**config.mk**
```make
export PLATFORM = sky130hd
export DESIGN_NAME = scp_div
export DESIGN_NICKNAME = d
export VERILOG_FILES = /design/src/rtl/core/scp_pkg.sv /design/src/rtl/core/scp_div.sv
export SDC_FILE = /design/constraint.sdc
export NUM_CORES = 1
export LEC_CHECK = 0
export BUFFER_PORTS_ARGS = -buffer_cell sky130_fd_sc_hd__buf_2
export CELL_PAD_IN_SITES_DETAIL_PLACEMENT = 0
export CELL_PAD_IN_SITES_GLOBAL_PLACEMENT = 1
export CORE_ASPECT_RATIO = 0.75
export CORE_UTILIZATION = 58
export DETAILED_ROUTE_END_ITERATION = 12
export PLACE_DENSITY = 0.83
export SLEW_MARGIN = 20
export SYNTH_ARGS = -nofsm -noshare
export SYNTH_HDL_FRONTEND = slang
export SYNTH_SLANG_ARGS = --single-unit
```
**constraint.sdc**
```tcl
create_clock -name i_clk -period 7 [get_ports i_clk]
set_input_delay 0.7 -clock i_clk [delete_from_list [all_inputs] [get_ports i_clk]]
set_output_delay 0.7 -clock i_clk [all_outputs]
set_load 0.01 [all_outputs]
```
**src/rtl/core/scp_pkg.sv**
```systemverilog
// ----------------------------------------------------------------------------
// scp_pkg
// Shared constants and types for the video cover scale and crop block.
// ----------------------------------------------------------------------------
`default_nettype none

package scp_pkg;

    // Default width of every coordinate and size on the input side
    localparam int COORD_BITS_DEF = 12;

    // Scale is worked out in percent, then rounded to half steps
    localparam int PCT_ONE  = 100;
    localparam int PCT_HALF = 50;
    localparam int PCT_W    = $clog2(PCT_ONE);

    // Fixed widths of the result fields
    localparam int SCALE_W = 14;
    localparam int POS_W   = 25;
    localparam int SIZE_W  = 24;

    // Which percentage feeds the half-step rounding
    typedef enum logic [1:0] {
        SEL_ONE,
        SEL_MAX,
        SEL_X,
        SEL_Y
    } t_pct_sel;

endpackage

`default_nettype wire

```
**src/rtl/core/scp_div.sv**
```systemverilog
// ----------------------------------------------------------------------------
// scp_div
// Pipelined restoring divider, one quotient bit per register stage, with a
// side tag that travels in step with the operands.
// ----------------------------------------------------------------------------
`default_nettype none

module scp_div import scp_pkg::*; #(
    parameter int NUM_W = 19,
    parameter int DEN_W = 12,
    parameter int TAG_W = 1
) (
    input  wire logic             i_clk,
    input  wire logic             i_rst_n,
    input  wire logic             i_en,
    input  wire logic             i_valid,
    input  wire logic [NUM_W-1:0] i_num,
    input  wire logic [DEN_W-1:0] i_den,
    input  wire logic [TAG_W-1:0] i_tag,
    output logic                  o_valid,
    output logic [NUM_W-1:0]      o_quot,
    output logic [DEN_W-1:0]      o_rem,
    output logic [TAG_W-1:0]      o_tag
);
    localparam int W = DEN_W + NUM_W;

    // Upper DEN_W bits hold the partial remainder, lower NUM_W bits shift
    // the dividend out and the quotient in
    logic [W-1:0]     r_word  [NUM_W];
    logic [DEN_W-1:0] r_den   [NUM_W];
    logic [TAG_W-1:0] r_tag   [NUM_W];
    logic [NUM_W-1:0] r_valid;

    for (genvar k = 0; k < NUM_W; k++) begin : g_stage
        logic [W-1:0]     w_prev;
        logic [DEN_W-1:0] w_den;
        logic [TAG_W-1:0] w_tag;
        logic             w_valid;
        logic [DEN_W:0]   w_top;
        logic [DEN_W:0]   w_diff;
        logic             w_ge;
        logic [W-1:0]     n_word;

        if (k == 0) begin : g_first
            assign w_prev  = {{DEN_W{1'b0}}, i_num};
            assign w_den   = i_den;
            assign w_tag   = i_tag;
            assign w_valid = i_valid;
        end else begin : g_next
            assign w_prev  = r_word[k-1];
            assign w_den   = r_den[k-1];
            assign w_tag   = r_tag[k-1];
            assign w_valid = r_valid[k-1];
        end

        assign w_top  = {w_prev[W-1 -: DEN_W], w_prev[NUM_W-1]};
        assign w_ge   = (w_top >= {1'b0, w_den});
        assign w_diff = w_top - {1'b0, w_den};
        assign n_word = {(w_ge ? w_diff[DEN_W-1:0] : w_top[DEN_W-1:0]),
                         w_prev[NUM_W-2:0], w_ge};

        always_ff @(posedge i_clk) begin
            if (!i_rst_n) begin
                r_valid[k] <= 1'b0;
            end else if (i_en) begin
                r_valid[k] <= w_valid;
            end
        end

        always_ff @(posedge i_clk) begin
            if (i_en) begin
                r_word[k] <= n_word;
                r_den[k]  <= w_den;
                r_tag[k]  <= w_tag;
            end
        end
    end

    assign o_valid = r_valid[NUM_W-1];
    assign o_quot  = r_word[NUM_W-1][NUM_W-1:0];
    assign o_rem   = r_word[NUM_W-1][W-1 -: DEN_W];
    assign o_tag   = r_tag[NUM_W-1];

endmodule

`default_nettype wire

```
# After elaboration in Yosys (flattened, before gate mapping)
# Memories as Yosys holds them, arrays and structs flattened.
# Index checks and enable logic that the tools add are counted.
word_totals:
  reg_bits: 19
  mem_bits_rw: 836
  inputBits: 36
  output_inout_bits: 33
  word_cells: 81
  memories: 3
memory_table:
  columns: ["name", "depth", "word_bits", "rd", "rd_clocked_by_memory_dff", "write_ports", "line", "text"]
  rows:
  - ["r_word", 19, 31, 19, 0, 19, "scp_div.sv:29", "logic [W-1:0] r_word [NUM_W];"]
  - ["r_den", 19, 12, 18, 0, 19, "scp_div.sv:30", "logic [DEN_W-1:0] r_den [NUM_W];"]
  - ["r_tag", 19, 1, 19, 0, 19, "scp_div.sv:31", "logic [TAG_W-1:0] r_tag [NUM_W];"]
classes:
  addsub: 19
  magnitude_cmp: 19
  mux: 21
ops:
  columns: ["operator", "count"]
  rows:
  - ["$ge 13x12->1", 18]
  - ["$mux 12", 19]
  - ["$sub 12x12->12", 18]
  - ["$ge 1x12->1", 1]
  - ["$sub 1x12->12", 1]
  - ["$mux 1", 2]

# Depth between registers and ports, before layout
# Gate-level depths: netlist of run 1.
# An unclocked memory read counts as a cell.
depth:
  depth_word: 3
  mapped_depth: 9
  ltp_nobuf: 9

# Worst setup path before layout of run 1
# No wires, ideal clock.
synth_path:
  kind: "reg2reg"
  start: "memory r_word[6][24] in the netlist's numbering"
  end: "memory r_word[7][23] in the netlist's numbering (data pin)"
  t_arrival_ns: 2.110
  required_time_ns: 6.740
  path_slack_ns: 4.630
  stages_incl_launch_ff: 9
  period_less_slack_ns: 2.370
  path_cell_list: "edfxtp_1 > ha_1 > buf_6 > a21oi_2 > o21ai_1 > a2111o_1 > a31oi_4 > buf_12 > mux2_4"
synth_rtl:
  columns: ["element", "line"]
  rows:
  - ["start: declaration", "scp_div.sv:29"]

==> metrics.txt, run 1 <==
outcome completed; max-cap violations 0; hold_ws 0.2417 ns; Fillers 4837; largest net degree at the start of global routing 169; post-CTS repair timing setup buffer count 0; GRT Util Overall 0.1974; Initial Util 0.5908; critical path, cell by cell ha_1 > nand2_1 > o21bai_1 > a21boi_0 > nor2_1 > o211ai_2 > mux2_2; critical path capture point type flip-flop; R2R setup slack 4.15 ns; fraction of layout cells with a size suffix above 1 0.1340; CTS tree done; Synth cell types 67; worst hold endpoint r_word[0][8]; CTS clk-pin slew, worst paths 0.06 ns; clk buf depth 3; vias in the first global route 21890; via count 22100; H-tree levels 3; clk sink count 843; RSZ-0062 raised after global routing no; Setup TNS 0 ns; worst path bufs/invs 0; CP Class flip-flop to flip-flop; cts bufs inserted 80; dpl hpwl 47260 um; Post-Syn Area per Cell 14.11 um2; router iterations before antenna repair 5; Seq/Total Area, Yosys 0.6328; Flop pwr share 0.411; Clock power frac 0.244; Die W 304.1 um; final WL 68170 um; WP data arrival 3.23 ns; FMAX 0.3504 GHz; top-area cell type share of the netlist area 0.6232; Via density 5.681; Worst-Margin Slew 1.104 ns; CTS Hold Bufs 0; Syn Inst Count 2814; Async SR Flop Fraction 0; worst path required time 7.38 ns; # port buffers 68; io pins 69; Pins Over Slew Limit 0; CP max-delay cell o211ai_2; Crit path max-delay family compound AO/OA/AOI/OAI gates; Reg2Reg Depth 7; remaining global-route overflow 0; Cell Rows 82; floorplan core area 0.06720 mm2; placed instance count 3743; synthesized area 0.03970 mm2; post-CTS resize count 0; RR Endpoint r_word[18][22]; period utilization 0.4077; synthesized flop and latch total 843; ranking of synthesized cells by area edfxtp_1 (62%), ha_1 (6.9%), mux2_2 (4.3%), inv_1 (3.1%), mux2i_1 (1.8%); combinational fraction of design power 0.344; first-pass GRT wire length 111400 um; Iteration-0 DRC Markers 1493; clk_skew 0.01484 ns; slowest cell delay on critical path 0.52 ns; Root Buffer clkbuf_16; n_diodes 0; fin cells 3890; Post-synth top flop edfxtp_1; Net Switching 0.005529 W; die area 0.06952 mm2; Pleak 16.85 nW; area grow syn2layout 9.939%; Final setup violation count 0; synthesis warning total 0; switching share of power 0.3120; hold path startpoint i_num[7]; Die H 228.6 um; Routability Congestion 0.8758; ANT nets after route 0; Hold Crit Class primary input to flip-flop; peak supply drop 0.0002256 V; drt wl/cell 17.52 um; Synthesized Nets 3086; Slew headroom 0.2638; crit path max fanout 11; Post-synth EDFFs 824; initial antenna violation count 0; post-layout util 0.6495; Nets 3215; power density over the cells 405.9 mW/mm2; Int Pwr 0.01219 W; WHS Path Cells 1; start of the worst register-to-register path r_word[17][21]; post-layout min period 2.854 ns; later-pin clock latency in the skew report 0.63 ns; DRC 0; largest area contributor in the synthesized netlist edfxtp_1; CP Launch Type flip-flop; Final Hold Fails 0
[power groups by stage]
stage	logic, W	registers (W)	clock network [W]
after global routing	0.00676	0.00737	0.00463
after global placement	0.00586	0.00738	0
final	0.00610	0.00728	0.00433
after floorplan	0.00495	0.00718	0
after detailed placement	0.00603	0.00739	0
after CTS	0.00608	0.00730	0.00445
[registers in the layout, indices dropped and copies added (netlist names)]
name,flops
o_valid,1
r_tag,19
r_word,589
r_den,216
g_stage.w_valid,18
[worst register-to-register path: stages, from the launching register on]
cell and delay (ns):
edfxtp_1 0.42, ha_1 0.40, nand2_1 0.12, o21bai_1 0.17
a21boi_0 0.41, nor2_1 0.15, o211ai_2 0.52, mux2_2 0.41
[through the flow]
step / total power, W / setup WS (ns) / cell area, um2
2_1_floorplan: 0.01212 / 4.630 / 39700
6_report: 0.01772 / 4.146 / 43650
3_3_place_gp: 0.01324 / 4.239 / 41010
5_1_grt: 0.01876 / 3.988 / 43650
4_1_cts: 0.01783 / 4.166 / 43650
3_5_place_dp: 0.01342 / 4.183 / 41010
[worst max-delay path by stage]
stage / from / depth (start not counted) / to
2_1_floorplan: r_word[6][24] / 8 / r_word[7][23]
3_3_place_gp: r_word[0][28] / 6 / r_word[1][22]
3_5_place_dp: r_word[17][21] / 7 / r_word[18][22]
4_1_cts: r_word[17][21] / 7 / r_word[18][22]
5_1_grt: r_word[17][21] / 7 / r_word[18][29]
6_report: r_word[17][21] / 7 / r_word[18][22]
[layout by cell type (no fill, tap or decap), types with 30 or more instances in the layout]
| cell | n |
|---|---|
| nand2_1 | 79 |
| nand3_1 | 73 |
| nor3_1 | 49 |
| o31a_1 | 41 |
| inv_1 | 328 |
| buf_2 | 67 |
| ha_1 | 218 |
| xor2_1 | 70 |
| edfxtp_1 | 824 |
| clkbuf_16 | 83 |
| mux2_2 | 151 |
| o21ai_0 | 132 |
| mux2i_1 | 70 |
| nor2b_1 | 59 |
| and3_1 | 30 |
| a21oi_1 | 110 |
| o21a_1 | 67 |
| xnor2_1 | 42 |
| nor2_1 | 119 |
[cells in the mapped netlist (all sizes together), types with 41 or more instances]
library cell and instances:
o31a 41, nor2 119, nor2b 62, o21a 67, xnor2 42, nand3 73
mux2i 70, o21ai 147, nand2 79, edfxtp 824, mux2 160, inv 328
ha 218, a21oi 112, nor3 49, xor2 70
[cell type report]
class,count,area (um2),area share
Clock inverter,49,498.0,0.01141
Inverter,328,1231,0.02821
Clock buffer,98,2143,0.04910
Timing Repair Buffer,76,460.4,0.01055
Multi-Input combinational cell,1614,13090,0.2999
Sequential cell,843,25120,0.5756
Tap cell,882,1104,0.02528
[cell families (layout without fill, tap and decap cells)]
family	count (synthesis)	count (layout)	synth area share
DFF	843	843	0.6328
and+or+nand+nor	503	503	0.06719
adders and majority gates	236	236	0.07777
muxes	230	230	0.06369
xor gates and xnor gates	112	112	0.02471
AOI/OAI and AO/OA	533	533	0.09633
buffers and inverters	357	551	0.03753
[metal layers]
layer  global-route usage  part of all wire  vias to the layer above
met5                    0                 0                        -
met2               0.3260              0.47                      431
met1               0.2724              0.46                    10740
li1                     -                 -                    10820
met3              0.03199             0.041                      112
met4              0.05441             0.023                        0
Power figures use the tool's default switching activity.
==> inputs of run 2 (changes only) <==
- CORE_UTILIZATION: 58 -> 53
- PLACE_DENSITY: 0.83 -> 0.76
- clock period: 7 -> 2.7 ns (I/O delays scaled with it)
==> run 2 against run 1 <==
Compared with the run above: worst setup slack got worse by 4.0 ns; sequential cell count did not move; sequential share of layout area fell by 1.9 points; total power rose to 2.7 times the previous value; via count rose by 1.8%.
==> metrics.txt, run 2 (synthesis results as in run 1) <==
outcome completed; RR Endpoint r_word[10][29]; start of the worst register-to-register path r_word[9][18]; Fillers 5594 (+16%); commonest non-fill, non-tap cells in the layout edfxtp_1 (824), inv_1 (328), ha_1 (218), mux2_2 (151), o21ai_0 (131); Via density 5.503 (-3.1%); post-placement cell area 0.04169 mm2 (+1.7%); cts bufs inserted 83 (+3.8%); peak supply drop 0.0006281 V (+180%); critical path, cell by cell inv_1 > ha_1 > fa_1 > nor2b_1 > o31ai_2 > a32oi_1 > or4b_1 > nand3_1 > mux2_2; DRC 0 (unchanged); Die H 239.0 um (+4.6%); Routability Congestion 0.8784 (+0.30%); router iterations before antenna repair 5 (unchanged); CP Class flip-flop to flip-flop; remaining global-route overflow 0 (unchanged); R2R setup slack 0.11 ns (-4.03 ns); Setup TNS 0 ns (unchanged); sequential cell area 0.02512 mm2 (unchanged); max reg flops 589 (unchanged); GRT Util Overall 0.1889 (-0.008464); max-cap violations 0 (unchanged); later-pin clock latency in the skew report 0.64 ns (about the same); Nets 3325 (+3.4%); Cell Rows 86 (+4.9%); worst hold endpoint r_den[3][11]; via count 22500 (+1.8%); post-layout util 0.6114 (-0.03818); fraction of layout cells with a size suffix above 1 0.1567 (+0.02270); Reg2Reg Depth 9 (+2); n_diodes 0 (unchanged); vias in the first global route 21710 (-0.82%); critical path capture point type flip-flop; Pins Over Slew Limit 0 (unchanged); WP data arrival 2.98 ns (-0.25 ns); H-tree levels 3 (unchanged); CTS clk-pin slew, worst paths 0.07 ns (about the same); largest net degree at the start of global routing 110 (-35%); Slew headroom 0.6071 (+0.3433); CP max-delay cell a32oi_1; crit path max fanout 3 (-8); Root Buffer clkbuf_16; FMAX 0.3865 GHz (+10%); final instance area 0.04513 mm2 (+3.4%); clk_skew 0.02356 ns (+0.008722 ns); commonest non-fill, non-tap cell in the layout edfxtp_1; period utilization 0.9583 (+0.5506); dpl hpwl 50060 um (+5.9%); post-layout min period 2.587 ns (-0.2663 ns); fin cells 4089 (+5.1%); first-pass GRT wire length 115300 um (+3.5%); CTS tree done; Pleak 17.53 nW (+4.0%); Top reg by flops r_word; Die W 318.0 um (+4.6%); initial antenna violation count 0 (unchanged); Initial Util 0.5379 (-0.05294); WHS Path Cells 1 (unchanged); area grow syn2layout 13.66%; Top Registers r_word: 589 flops, r_den: 216 flops, r_tag: 19 flops; final WL 70790 um (+3.9%); Iteration-0 DRC Markers 1498 (+0.33%); floorplan core area 0.07382 mm2 (+9.8%); io pins 69 (unchanged); # port buffers 68 (unchanged); placed instance count 3885 (+3.8%); clk sink count 843 (unchanged); Final setup violation count 0 (unchanged); clk buf depth 3 (unchanged); power density over the cells 1051 mW/mm2 (+160%); Final Hold Fails 0 (unchanged); RSZ-0062 raised after global routing no; Worst-Margin Slew 0.5831 ns (-0.5211 ns); die area 0.07602 mm2 (+9.4%); drt wl/cell 17.31 um (-1.2%); worst path required time 3.09 ns (-4.29 ns); slowest cell delay on critical path 0.43 ns (-0.09 ns); ANT nets after route 0 (unchanged); Multi-input gate area 0.01313 mm2 (+0.31%); Hold Crit Class primary input to flip-flop; CP Launch Type flip-flop; hold path startpoint i_en
run 2: changes by cell type in the layout (fill, tap and decap cells not counted), sizes merged, moves of 4 or more:
cell         change
inv              +4
clkbuf           +5
buf             +72
dlygate4sd3     +35
clkinv           -5
run 2: what timing repair did:
item,CTS,global route
pin swaps,1,12
buffers inserted,0,16
setup endpoints to repair,6,138
endpoints found under the hold margin,51,0
gates resized for setup,0,7
cloned,0,0
hold buffers,35,0
run 2: where the power goes:
group	internal (W)	leakage, nW	total [W]	switching [W]
Combinational	0.00822	8.00	0.0168	0.00856
Sequential	0.0177	8.18	0.0189	0.00126
Clock	0.00681	1.35	0.0117	0.00491
Total	0.0327	17.5	0.0474	0.0147
run 2: cell type report:
type	count	area share
multi-input cells	1614	0.2910
well taps	968	0.02684
inverters	328	0.02728
repair buffers	183	0.03632
flip-flops and latches	843	0.5567
clock inverters	50	0.01231
clock buffers	103	0.04955
run 2: through the flow:
step	hold WS, ns	total power (W)	setup slack, ns
2_1_floorplan	0.3689	0.03143	0.3299
3_3_place_gp	0.4003	0.03492	0.03008
3_5_place_dp	0.4045	0.03532	0.0004936
4_1_cts	0.06852	0.04733	0.004920
5_1_grt	0.07904	0.05038	0.001029
6_report	0.1043	0.04744	0.1125
run 2: routing by layer:
layer | global-route usage | up-vias | share of wire
met4 | 0.05358 | 0 | 0.022
met3 | 0.02770 | 120 | 0.038
li1 | - | 11070 | -
met1 | 0.2759 | 10840 | 0.48
met5 | 0 | - | 0
met2 | 0.2955 | 473 | 0.46
run 2: worst max-delay path by stage:
stage / cells after the start / slack (ns) / end / start
finish: 9 / 0.11 / r_word[10][29] / r_word[9][18]
global route: 8 / 0.001 / r_word[6][24] / r_den[5][1]
CTS: 8 / 0.005 / r_word[14][21] / r_den[13][1]
detailed placement: 8 / 0.0005 / r_word[2][30] / r_den[1][1]
global placement: 8 / 0.03 / r_word[2][30] / r_den[1][1]
floorplan: 8 / 0.33 / r_word[7][23] / r_word[6][24]
run 2: critical path: cells and delay by family, from the launching register on:
family          cells  cell delay [ns]
mux                 1             0.26
flops               1             0.33
fa+ha+maj           2             0.65
compound gates      2             0.54
buf+inv             1             0.08
simple gates        3             0.48
==> inputs of run 3 (changes only) <==
- PLACE_DENSITY: 0.76 -> 0.81
- RECOVER_POWER: unset -> 25
==> run 3 against run 2 <==
Compared with the run above: the run now ends with capacitance limit, slew limit left; wire length rose by 0.48%; worst hold slack gained 0.23 ns; non-clock buffer count decreased by 3; clock skew shrank 0.0074 ns; critical path depth shrank 3; global-route usage about the same.
==> metrics.txt, run 3 (synthesis results as in run 1) <==
outcome finished with violations; failing checks capacitance limit, slew limit; via count 22460 (-0.17%); max reg flops 589 (unchanged); sequential cell area 0.02512 mm2 (unchanged); clk_skew 0.01617 ns (-0.007391 ns); first-pass GRT wire length 115900 um (+0.47%); Cell Rows 86 (unchanged); commonest non-fill, non-tap cells in the layout edfxtp_1 (824), inv_1 (328), ha_1 (218), mux2_2 (151), o21ai_0 (132); critical path capture point type flip-flop; floorplan core area 0.07382 mm2 (unchanged); DRC 0 (unchanged); Top reg by flops r_word; Iteration-0 DRC Markers 1572 (+4.9%); Pleak 17.38 nW (-0.82%); later-pin clock latency in the skew report 0.64 ns (about the same); most used cell along the critical path o21ai_0; WP data arrival 3.02 ns (+0.04 ns); initial antenna violation count 0 (unchanged); WHS Path Cells 2 (+1); Reg2Reg Depth 6 (-3); CTS clk-pin slew, worst paths 0.07 ns (about the same); Die H 239.0 um (unchanged); Crit path max-delay family compound AO/OA/AOI/OAI gates; RSZ-0062 raised after global routing no; critical path, cell by cell ha_1 > and4_1 > o21ai_0 > o21ai_0 > mux2_2 > o31a_1; Die W 318.0 um (unchanged); Pins Over Slew Limit 39 (+39); ANT nets after route 0 (unchanged); max-cap violations 1 (+1); final WL 71130 um (+0.48%); hold path startpoint i_num[4]; Slew headroom -0.03999 (-0.6471); H-tree levels 3 (unchanged); largest net degree at the start of global routing 117 (+6.4%); Final setup violation count 0 (unchanged); R2R setup slack 0.06 ns (-0.05 ns); die area 0.07602 mm2 (unchanged); peak supply drop 0.0005406 V (-14%); CP max-delay cell edfxtp_1; crit path max fanout 4 (+1); Worst-Margin Slew 1.560 ns (+0.9768 ns); Initial Util 0.5379 (unchanged); slowest cell delay on critical path 0.46 ns (+0.03 ns); dpl hpwl 49950 um (-0.21%); cts bufs inserted 83 (unchanged); Top Registers r_word: 589 flops, r_den: 216 flops, r_tag: 19 flops; CTS tree done; worst hold endpoint r_word[0][5]; commonest non-fill, non-tap cell in the layout edfxtp_1; CP Class flip-flop to flip-flop; # port buffers 68 (unchanged); clk buf depth 3 (unchanged); Root Buffer clkbuf_16; power density over the cells 1051 mW/mm2 (about the same); CP Launch Type flip-flop; period utilization 0.9783 (+0.02000); remaining global-route overflow 0 (unchanged); drt wl/cell 17.41 um (+0.58%); worst path bufs/invs 0 (-1); total power 0.04721 W (-0.49%); Routability Congestion 0.8796 (+0.14%); start of the worst register-to-register path r_word[7][23]; vias in the first global route 22260 (+2.5%); RR Endpoint r_word[8][30]; n_diodes 0 (unchanged); FMAX 0.3786 GHz (-2.0%); GRT Util Overall 0.1890 (about the same); Via density 5.499 (about the same); Final Hold Fails 0 (unchanged); area grow syn2layout 13.10%; Fillers 5593 (-0.018%); worst path required time 3.08 ns (about the same); router iterations before antenna repair 9 (+4); io pins 69 (unchanged); Hold Crit Class primary input to flip-flop; crit path launch r_word[7][23]; Multi-input gate area 0.01314 mm2 (about the same); fraction of layout cells with a size suffix above 1 0.1498 (-0.006857); Nets 3322 (-0.090%); post-layout util 0.6083 (-0.003034); clk sink count 843 (unchanged); post-layout min period 2.641 ns (+0.05400 ns)
run 3: changes by cell type in the layout (fill, tap and decap cells not counted), sizes merged:
| cell | before | now |
|---|---|---|
| clkbuf | 103 | 120 |
| inv | 334 | 333 |
| clkinv | 30 | 38 |
| bufinv | 9 | 7 |
| buf | 148 | 122 |
run 3: cell type report:
class / instances / share of cell area
flip-flops and latches: 843 / 0.5595
multi-input cells: 1614 / 0.2927
clock buffers: 97 / 0.04834
repair buffers: 180 / 0.03321
inverters: 328 / 0.02742
well taps: 968 / 0.02697
clock inverters: 55 / 0.01187
run 3: report_power, final:
group	internal, W	leakage [nW]	switching, W	total [W]
Clock	0.00649	1.32	0.00496	0.0114
Combinational	0.00820	7.89	0.00867	0.0169
Sequential	0.0177	8.18	0.00121	0.0189
run 3: timing repair:
action	4_1_cts	5_1_grt
cloned	0	0
pin swaps	1	10
buffers inserted	3	14
hold endpoints to repair	51	0
gates resized for setup	0	9
endpoints found under the setup margin	8	124
hold buffers	35	0
run 3: metrics by stage:
| stage | setup TNS, ns | hold WS [ns] | worst slack [ns] | area (um2) | std cells |
|---|---|---|---|---|---|
| after floorplan | 0 | 0.3689 | 0.3299 | 39700 | 2814 |
| after global placement | 0 | 0.4002 | 0.07277 | 41610 | 3881 |
| after detailed placement | -0.1518 | 0.4045 | -0.03480 | 41610 | 3881 |
| after CTS | 0 | 0.05194 | 0.02476 | 44700 | 4071 |
| after global routing | 0 | 0.2944 | 0.001701 | 44900 | 4085 |
| final | 0 | 0.3356 | 0.05852 | 44900 | 4085 |
run 3: worst max path at each step:
stage	endpoint	slack, ns	cells past startpoint
finish	r_word[8][30]	0.06	6
global route	r_word[10][29]	0.002	9
CTS	r_word[10][27]	0.02	8
detailed placement	r_word[8][29]	-0.03	8
global placement	r_word[8][21]	0.07	8
floorplan	r_word[7][23]	0.33	8
run 3: metal layers:
metal,track usage,part of all wire,vias up
met5,0,0,-
met4,0.05826,0.027,0
met3,0.03185,0.038,132
met2,0.3054,0.46,425
met1,0.2629,0.47,10830
li1,-,-,11080
